<file path="src/hdl/next_fit_heap_allocator_macros.svh">
// ----------------------------------------------------------------------------
// Assertion macros for the next-fit heap allocator
// Shorthand for clocked implication checks with active-low reset masking.
// ----------------------------------------------------------------------------
`ifndef NEXT_FIT_HEAP_ALLOCATOR_MACROS_SVH
`define NEXT_FIT_HEAP_ALLOCATOR_MACROS_SVH

// same-cycle implication
`define NFHA_ASSERT_NOW(lbl, clk, rst_n, ante, cons, msg) \
    lbl: assert property (@(posedge clk) disable iff (!rst_n) (ante) |-> (cons)) \
        else $error(msg);

// next-cycle implication
`define NFHA_ASSERT_NEXT(lbl, clk, rst_n, ante, cons, msg) \
    lbl: assert property (@(posedge clk) disable iff (!rst_n) (ante) |=> (cons)) \
        else $error(msg);

`endif

</file>
<file path="src/hdl/nfha_ram.sv">
// ----------------------------------------------------------------------------
// nfha_ram
// Simple dual-port RAM, one write and one registered read per cycle.
// ----------------------------------------------------------------------------
module nfha_ram #(
    parameter int WIDTH = 8,
    parameter int DEPTH = 16
) (
    input  logic                     i_clk,
    input  logic                     i_we,
    input  logic [$clog2(DEPTH)-1:0] i_waddr,
    input  logic [WIDTH-1:0]         i_wdata,
    input  logic                     i_re,
    input  logic [$clog2(DEPTH)-1:0] i_raddr,
    output logic [WIDTH-1:0]         o_rdata
);

    logic [WIDTH-1:0] r_mem [DEPTH];

    always_ff @(posedge i_clk) begin
        if (i_we) begin
            r_mem[i_waddr] <= i_wdata;
        end
    end

    // read data holds until the next read
    always_ff @(posedge i_clk) begin
        if (i_re) begin
            o_rdata <= r_mem[i_raddr];
        end
    end

endmodule
</file>
<file path="config.mk">
export PLATFORM = sky130hd
export DESIGN_NAME = nfha_ram
export DESIGN_NICKNAME = d
export VERILOG_FILES = /design/src/hdl/next_fit_heap_allocator_macros.svh /design/src/hdl/nfha_ram.sv
export SDC_FILE = /design/constraint.sdc
export NUM_CORES = 1
export LEC_CHECK = 0
export BUFFER_PORTS_ARGS = -buffer_cell sky130_fd_sc_hd__buf_2
export CAP_MARGIN = 20
export CELL_PAD_IN_SITES_DETAIL_PLACEMENT = 1
export CELL_PAD_IN_SITES_GLOBAL_PLACEMENT = 2
export CORE_UTILIZATION = 43
export CTS_BUF_LIST = sky130_fd_sc_hd__clkbuf_8 sky130_fd_sc_hd__clkbuf_16
export DETAILED_ROUTE_END_ITERATION = 10
export HOLD_SLACK_MARGIN = 0.06
export PLACE_DENSITY_LB_ADDON = 0.1
export SYNTH_ARGS = -nofsm -noshare
export SYNTH_HDL_FRONTEND = slang
export SYNTH_SLANG_ARGS = --single-unit
</file>
<file path="constraint.sdc">
create_clock -name i_clk -period 1.9 [get_ports i_clk]
set_clock_uncertainty 0.1 [all_clocks]
set_input_delay 0.38 -clock i_clk [delete_from_list [all_inputs] [get_ports i_clk]]
set_output_delay 0.38 -clock i_clk [all_outputs]
set_load 0.01 [all_outputs]
</file>
==> results of run 1 <==
==> cells by family (layout without fill, tap and decap cells) <==
kind of cell	after synthesis	in the layout	synth area share
DFF	136	136	0.781
and+or+nand+nor	35	35	0.0314
muxes	32	32	0.148
AOI/OAI and AO/OA	16	16	0.0230
buffers and inverters	10	84	0.0165
==> registers in the layout, summed over array words and instances (netlist names) <==
name	flops
o_rdata	8
r_mem	128
==> Yosys cell counts (all sizes together) <==
master	instances	area, um2
a22oi	16	120
and2	1	6.26
and2b	1	7.51
buf	7	56.3
clkdlybuf4s25	3	30.0
edfxtp	136	4080
mux4	32	773
nand2	9	33.8
nand2b	2	12.5
nand3	1	5.00
nand3b	2	15.0
nor2	13	48.8
nor2b	1	6.26
nor3	4	20.0
or3b	1	8.76
==> worst register-to-register path: stages (launching register included) <==
cell,delay (ps)
edfxtp_1,360
mux4_1,490
a22oi_1,260
buf_4,160
nand2_1,40
==> worst min-delay path by stage <==
stage | slack, ps | depth (start not counted) | to | startpoint
CTS | 240 | 1 | o_rdata[4]$_DFFE_PP_ | i_re
floorplan | 380 | 0 | r_mem[0][0]$_DFFE_PP_ | i_wdata[0]
global placement | 630 | 3 | o_rdata[3]$_DFFE_PP_ | r_mem[4][3]$_DFFE_PP_
finish | 250 | 1 | o_rdata[2]$_DFFE_PP_ | i_re
detailed placement | 640 | 3 | o_rdata[1]$_DFFE_PP_ | r_mem[14][1]$_DFFE_PP_
global route | 240 | 1 | o_rdata[4]$_DFFE_PP_ | i_re
==> where the power goes <==
group | switching (mW) | internal (mW) | total [mW]
Sequential | 0.0184 | 3.38 | 3.40
Clock | 1.12 | 2.15 | 3.27
Combinational | 0.186 | 0.146 | 0.332
==> metal layers <==
layer | vias to the layer above | global-route usage | part of all wire | wire (um)
met2 | 65 | 0.297 | 0.49 | 5270
met5 | - | 0 | 0 | 0
li1 | 1104 | - | - | -
met3 | 14 | 0.0443 | 0.038 | 402
met1 | 1294 | 0.256 | 0.45 | 4780
met4 | 0 | 0.0898 | 0.020 | 208
==> area by class of cell <==
cell class	instances	area, um2	share of cell area
Timing Repair Buffer	52	375	0.0596
Tap cell	143	179	0.0284
Sequential cell	136	4080	0.649
Clock inverter	15	168	0.0266
Multi-Input combinational cell	83	1060	0.169
Clock buffer	17	425	0.0676
==> run metrics, run 1 <==
CTS Buffer Depth=2; DR WL/cell=23.9 um; slowest CP cell=mux4_1; detailed placement HPWL=6810 um; RR Endpoint=o_rdata[2]$_DFFE_PP_; DRC errors left=1; Seq cells post-synth=136; clock-pin slew on the worst setup and hold paths=60 ps; gpl congestion=0.678; Core Util, Final=0.542; Crit Path Class=in -> reg; row cnt=39; initial antenna violation count=0; Post-Syn Area=5230 um2; Post-Layout Cell Count=roughly 450; fmax=0.604 GHz; Hold Vio Cnt, Final=0; CTS Hold Bufs=0; die area=between 10000 and 15000 um2; share of cells above drive strength 1=0.323; Mapped Cells=229; clk sink count=136; most frequent cells in the layout=edfxtp_1 (136), buf_2 (26), buf_4 (22); Starting Density=0.450; final setup fails=0; post-CTS sizing=0; CP top delay family=multiplexers; vias in the first global route=2671; Power Density=1110 nW/um2; Final period util=0.872; maximum capacitance violations=0; Total Power=roughly 7.0 mW; Synth Area per Inst=22.8 um2; Net count, final=309; cell chain of the critical path=buf_2, buf_4, mux4_1, a22oi_1, nand2_1; worst rel slew slack=0.405; Post-DRT Antenna Nets=0; Die Wd=112 um; fillers=1056; Root Buffer=clkbuf_16; reg-to-reg slack, setup=between 200 and 300 ps; core region area=11600 um2; Pre-antenna DRT Iters=7; Tot GR Track Use=0.190; Die Y=approximately 110 um; Req. time, crit path=1950 ps; CTS H-tree lvls=4; Max VDD drop=roughly 510 uV; Hold WS=254 ps; commonest non-fill, non-tap cell in the layout=edfxtp_1; first-pass GRT wire length=16400 um; Synth Warn #=0; critical-path maximum fanout=6; min cycle time layout=1660 ps; Worst Setup Slack post-DPL=-205 ps; number of setup buffers added after CTS=0; CP startpoint kind=primary input; status=finished with violations; Vias per Instance=5.55; CTS tree=built; Hold Crit Class=in -> reg; latest clock arrival within the worst-skew pair=a little over 400 ps; syn_nets=approximately 250; TritonCTS Buffers=17; FF-to-FF path depth=4; Crit path depth=5; worst r2r src=r_mem[8][2]$_DFFE_PP_; CP Capture Type=flop; max incr delay on CP=~580 ps; via count=around 2500; largest net degree at the start of global routing=18; critical path arrival=1710 ps; setup_tns=0 ps; Worst setup startpoint=i_raddr[0]; crit path buf inv count=2; placed cell areas=approximately 5700 um2; grt total ovfl=0; Setup WS post-layout=243 ps; sequential fraction of the synthesis area=0.781; failing checks=design-rule violations; ANT cells=0; worst-margin pin slew=~900 ps; IO buf count=26; Iter 0 DRT Violations=125; cell leakage power=2.17 nW; Design Area, Final=6290 um2; post-synth cell types=18; crit path to=o_rdata[5]$_DFFE_PP_; P&R area growth vs syn=20.4%; final slew viol count=0; dpl cells=just over 400; DRT Wirelength=10700 um; # IOs=27; RSZ-0062 raised after global routing=no
(Power assumes the default switching activity.)
==> run 2, diff against run 1 <==
Settings changed: CORE_UTILIZATION 43 to 45.
Clock period 1.9 ns to 2.08 ns, I/O delays scaled along.
==> run 2 against run 1 <==
Compared with the run above: sequential power shrank 8.5%; via count is 0.77% higher; largest power group unchanged; register-to-register slack better by 220 ps; the flow now finishes without violations; setup slack improved by 99 ps; non-clock buffer count rose by 2; highest routed layer unchanged; largest cell class unchanged; sequential share of layout area rose by 0.42 points; sequential cell count is the same; core utilization rose by 2.3 points; clock power fell by 16%.
==> run metrics, run 2 (synthesis gave the netlist of run 1 again) <==
ANT cells=0; initial antenna violation count=0; DR WL/cell=between 20 and 25 um; grt total ovfl=0; detailed placement HPWL=6980 um; cell leakage power=2.15 nW; CTS Hold Bufs=0; die area=12100 um2; DRT Wirelength=10800 um; DRC errors left=0; Post-DRT Antenna Nets=0; CP Capture Type=flop; fmax=0.576 GHz; CTS tree=built; Logic pwr share=0.051; commonest non-fill, non-tap cell in the layout=edfxtp_1; Power Density=985 nW/um2; Crit Path Class=in -> reg; sw frac=0.197; Post-Layout Cell Count=roughly 450; clk sink count=136; Top reg by flops=r_mem; final setup fails=0; RSZ-0062 raised after global routing=no; Iter 0 DRT Violations=about 130; # IOs=27; final slew viol count=0; Setup WS post-layout=343 ps; reg-to-reg slack, setup=between 400 and 500 ps; worst-margin pin slew=about 420 ps; gpl congestion=0.668; Req. time, crit path=2130 ps; Tot GR Track Use=0.202; Top Registers=r_mem (128), o_rdata (8); Pre-antenna DRT Iters=4; Worst Setup Slack post-DPL=-96.6 ps; core region area=about 11000 um2; status=completed; Die Y=110 um; via count=2496; CTS Buffer Depth=2; largest net degree at the start of global routing=17; min cycle time layout=1740 ps; post-CTS sizing=0; P&R area growth vs syn=19.6%; IO buf count=26; CTS H-tree lvls=4; P_sw=1.22 mW; Reg power frac=0.504; row cnt=38; Final period util=0.835; worst rel slew slack=0.720; maximum capacitance violations=0; most frequent cells in the layout=edfxtp_1 (136), buf_2 (26), buf_4 (24); latest clock arrival within the worst-skew pair=410 ps; vias in the first global route=about 2600; hold path cells=1; Net count, final=311; Root Buffer=clkbuf_16; number of setup buffers added after CTS=0; Vias per Instance=around 5.6; first-pass GRT wire length=16000 um; FF-to-FF path depth=3; Hold Vio Cnt, Final=0; critical-path maximum fanout=7; Hold WS=296 ps; critical path arrival=1790 ps; Hold Crit Class=in -> reg; Max VDD drop=between 400 and 500 uV; Core Util, Final=0.564; clock-pin slew on the worst setup and hold paths=50 ps; P_int=approximately 4.9 mW; TritonCTS Buffers=17; clock power share=0.445; max reg flops=128; Die Wd=~110 um; share of cells above drive strength 1=0.321; CP startpoint kind=primary input; Starting Density=0.472; dpl cells=413
-- run 2: changes by cell type in the layout (fill, tap and decap cells not counted), sizes merged --
| cell | before | now |
|---|---|---|
| clkinv | 8 | 7 |
| inv | 3 | 4 |
| buf | 52 | 54 |
| clkinvlp | 0 | 2 |
| bufinv | 4 | 2 |
-- run 2: path summary, 6_finish.rpt --
path	end	startpoint
setup / recovery	o_rdata[3]$_DFFE_PP_	i_raddr[0]
hold / removal	r_mem[13][2]$_DFFE_PP_	i_wdata[2]
setup reg to reg	o_rdata[6]$_DFFE_PP_	r_mem[0][6]$_DFFE_PP_
hold reg to reg	o_rdata[3]$_DFFE_PP_	r_mem[15][3]$_DFFE_PP_
-- run 2: routing by layer --
metal,wire length [um],vias up,track usage
met5,0,-,0
met4,89,0,0.0571
met3,358,9,0.0605
met1,4980,1324,0.277
met2,5380,56,0.316
li1,-,1107,-
-- run 2: power groups by stage --
stage / Combinational, mW / Clock [mW] / Sequential (mW)
final: 0.312 / 2.74 / 3.11
after global placement: 0.309 / 0 / 3.16
after CTS: 0.319 / 2.79 / 3.11
after global routing: 0.338 / 2.88 / 3.11
after detailed placement: 0.317 / 0 / 3.16
after floorplan: 0.156 / 0 / 3.16
-- run 2: per-stage QoR --
stage / total power [mW] / setup TNS, ps / area (um2)
after floorplan: 3.32 / 0 / 5230
after global placement: 3.47 / -202 / 5710
after detailed placement: 3.48 / -393 / 5710
after CTS: 6.22 / 0 / 6250
after global routing: 6.33 / 0 / 6250
final: 6.16 / 0 / 6250
-- run 2: critical path, cell delays in order --
cell,delay (ps)
buf_2,120
buf_4,200
buf_12,140
mux4_1,540
a22oi_1,280
nand2_1,80
-- run 2: layout make-up --
class / count / area, um2
clock buffer: 17 / 425
clock inverter: 15 / 121
fill: 976 / 4820
multi-input combinational: 83 / 1060
sequential: 136 / 4080
tap: 140 / 175
timing repair buffer: 54 / 390
==> run 3, diff against run 2 <==
Settings changed: ABC_AREA set to 1, CORE_UTILIZATION 45 to 41.
Clock period 2.08 ns to 1.8 ns, I/O delays scaled along.
==> run 3 against run 2 <==
Compared with the run above: worst hold slack got worse by 75 ps; sequential cell count is the same; synthesized area is 12% higher; critical path type is now reg -> out; highest routed layer unchanged.
==> run metrics, run 3 <==
status=completed; max incr delay on CP=~420 ps; CTS Hold Bufs=0; Hold Vio Cnt, Final=0; clk sink count=approximately 140; Synth Area per Inst=10.6 um2; die area=14700 um2; most frequent cells in the layout=nand2_1 (173), edfxtp_1 (136), inv_1 (100); commonest non-fill, non-tap cell in the layout=nand2_1; Net count, final=617; max reg flops=roughly 130; CP startpoint kind=flop; CTS H-tree lvls=4; RSZ-0062 raised after global routing=no; CP Capture Type=output pin; setup_tns=0 ps; Final period util=0.813; clock-pin slew on the worst setup and hold paths=roughly 50 ps; ANT cells=0; Die Y=approximately 120 um; Post-synth EDFFs=136; detailed placement HPWL=slightly above 10000 um; grt total ovfl=0; DRC errors left=0; Top Registers=r_mem (128), o_rdata (8); RR Endpoint=o_rdata[5]$_DFFE_PP_; hold path cells=1; Design Area, Final=roughly 6900 um2; Post-synth ARST share=0; Setup WS post-layout=337 ps; CTS tree=built; fillers=1525; first-pass GRT wire length=23500 um; vias in the first global route=between 3000 and 4000; Vias per Instance=4.87; Multi-input gate area=1210 um2; Synth Warn #=0; min cycle time layout=1460 ps; FF-to-FF path depth=6; Total Power=7.62 mW; Hold Crit Class=in -> reg; TritonCTS Buffers=17; worst r2r src=r_mem[3][5]$_DFFE_PP_; via count=3854; core region area=13900 um2; reg-to-reg slack, setup=500 ps; most frequent cell after synthesis=nand2_1; dominant synthesized flop cell=edfxtp_1; Power Density=around 1100 nW/um2; final setup fails=0; latest clock arrival within the worst-skew pair=420 ps; DR WL/cell=around 19 um; Starting Density=0.421; Hold WS=221 ps; cell chain of the critical path=buf_2; DRT Wirelength=15400 um; slowest CP cell=edfxtp_1; crit path buf inv count=1; critical-path maximum fanout=1; IO buf count=26; P&R area growth vs syn=17.6%; CTS Buffer Depth=2; placed cell areas=between 6000 and 7000 um2; Mapped Cells=551; final slew viol count=0; Root Buffer=clkbuf_16; Iter 0 DRT Violations=238; # IOs=27; Hold EP=o_rdata[1]$_DFFE_PP_; Max VDD drop=561 uV; number of setup buffers added after CTS=0; post-CTS sizing=0; Worst Setup Slack post-DPL=24.9 ps; cell leakage power=between 2 and 3 nW; Post-DRT Antenna Nets=0; Tot GR Track Use=0.230; sequential fraction of the synthesis area=0.698; Top reg by flops=r_mem; Post-Syn Area=5850 um2; row cnt=43; gpl congestion=0.767; Hold Startpoint=i_re; Crit Path Class=reg -> out; largest net degree at the start of global routing=41; Seq cells post-synth=136; initial antenna violation count=0; dominant cell type by area after synthesis=edfxtp_1; syn_nets=570; worst rel slew slack=0.561; worst-margin pin slew=657 ps; Req. time, crit path=1340 ps; FF+latch area=just over 4000 um2; fmax=0.684 GHz; Synth top cells by count=nand2_1 (173), edfxtp_1 (136), inv_1 (100), nand3_1 (97), nor2_1 (17); CP top delay family=flip-flops; top cells by area, synth=edfxtp_1 (70%), nand2_1 (11%), nand3_1 (8.3%), inv_1 (6.4%), buf_6 (1.2%); Die Wd=121 um; critical path arrival=1000 ps; post-synth cell types=11; Pre-antenna DRT Iters=5; share of cells above drive strength 1=0.134; maximum capacitance violations=0; top cell type's share of synthesized area=0.698
[run 3: cell count changes after synthesis, sizes merged, moves of 16 or more]
cell and change:
inv +102, mux4 -32, nand3 +96, a22oi -16
nand2 +164, buf +17
[run 3: area by class of cell]
type	count	share of cell area
Clock inverter	15	0.0267
Inverter	102	0.0557
Clock buffer	17	0.0619
Timing Repair Buffer	52	0.0528
Tap cell	180	0.0327
Sequential cell	136	0.594
Multi-Input combinational cell	289	0.176
[run 3: where the power goes]
part	internal, mW	total, mW	switching (mW)	leakage [nW]
clock network	2.29	3.56	1.27	0.285
logic	0.136	0.470	0.334	1.44
registers	3.57	3.59	0.0197	1.24
total	5.99	7.62	1.62	2.96
[run 3: logic make-up (layout without fill, tap and decap cells)]
| group | after synthesis | count (layout) | share of synthesized area |
|---|---|---|---|
| and+or+nand+nor | 289 | 289 | 0.208 |
| DFF | 136 | 136 | 0.698 |
| buffers and inverters | 126 | 186 | 0.0939 |
[run 3: metrics by stage]
stage | cells | utilization
finish | 791 | 0.495
global route | 791 | 0.495
global placement | 759 | 0.452
detailed placement | 759 | 0.452
floorplan | 551 | -
CTS | 791 | 0.495
[run 3: layer usage]
metal,global-route usage,part of all wire,wire length (um)
met1,0.311,0.46,7050
met2,0.367,0.49,7550
met3,0.0451,0.036,547
met4,0.0795,0.013,204
met5,0,0,0
[run 3: worst max-delay path by stage]
stage	startpoint	cells past startpoint	end	slack [ps]
floorplan	i_waddr[2]	2	r_mem[10][0]$_DFFE_PP_	390
global placement	i_raddr[0]	8	o_rdata[7]$_DFFE_PP_	60
detailed placement	i_raddr[1]	6	o_rdata[5]$_DFFE_PP_	20
CTS	o_rdata[4]$_DFFE_PP_	1	o_rdata[4]	320
global route	o_rdata[4]$_DFFE_PP_	1	o_rdata[4]	310
finish	o_rdata[4]$_DFFE_PP_	1	o_rdata[4]	340
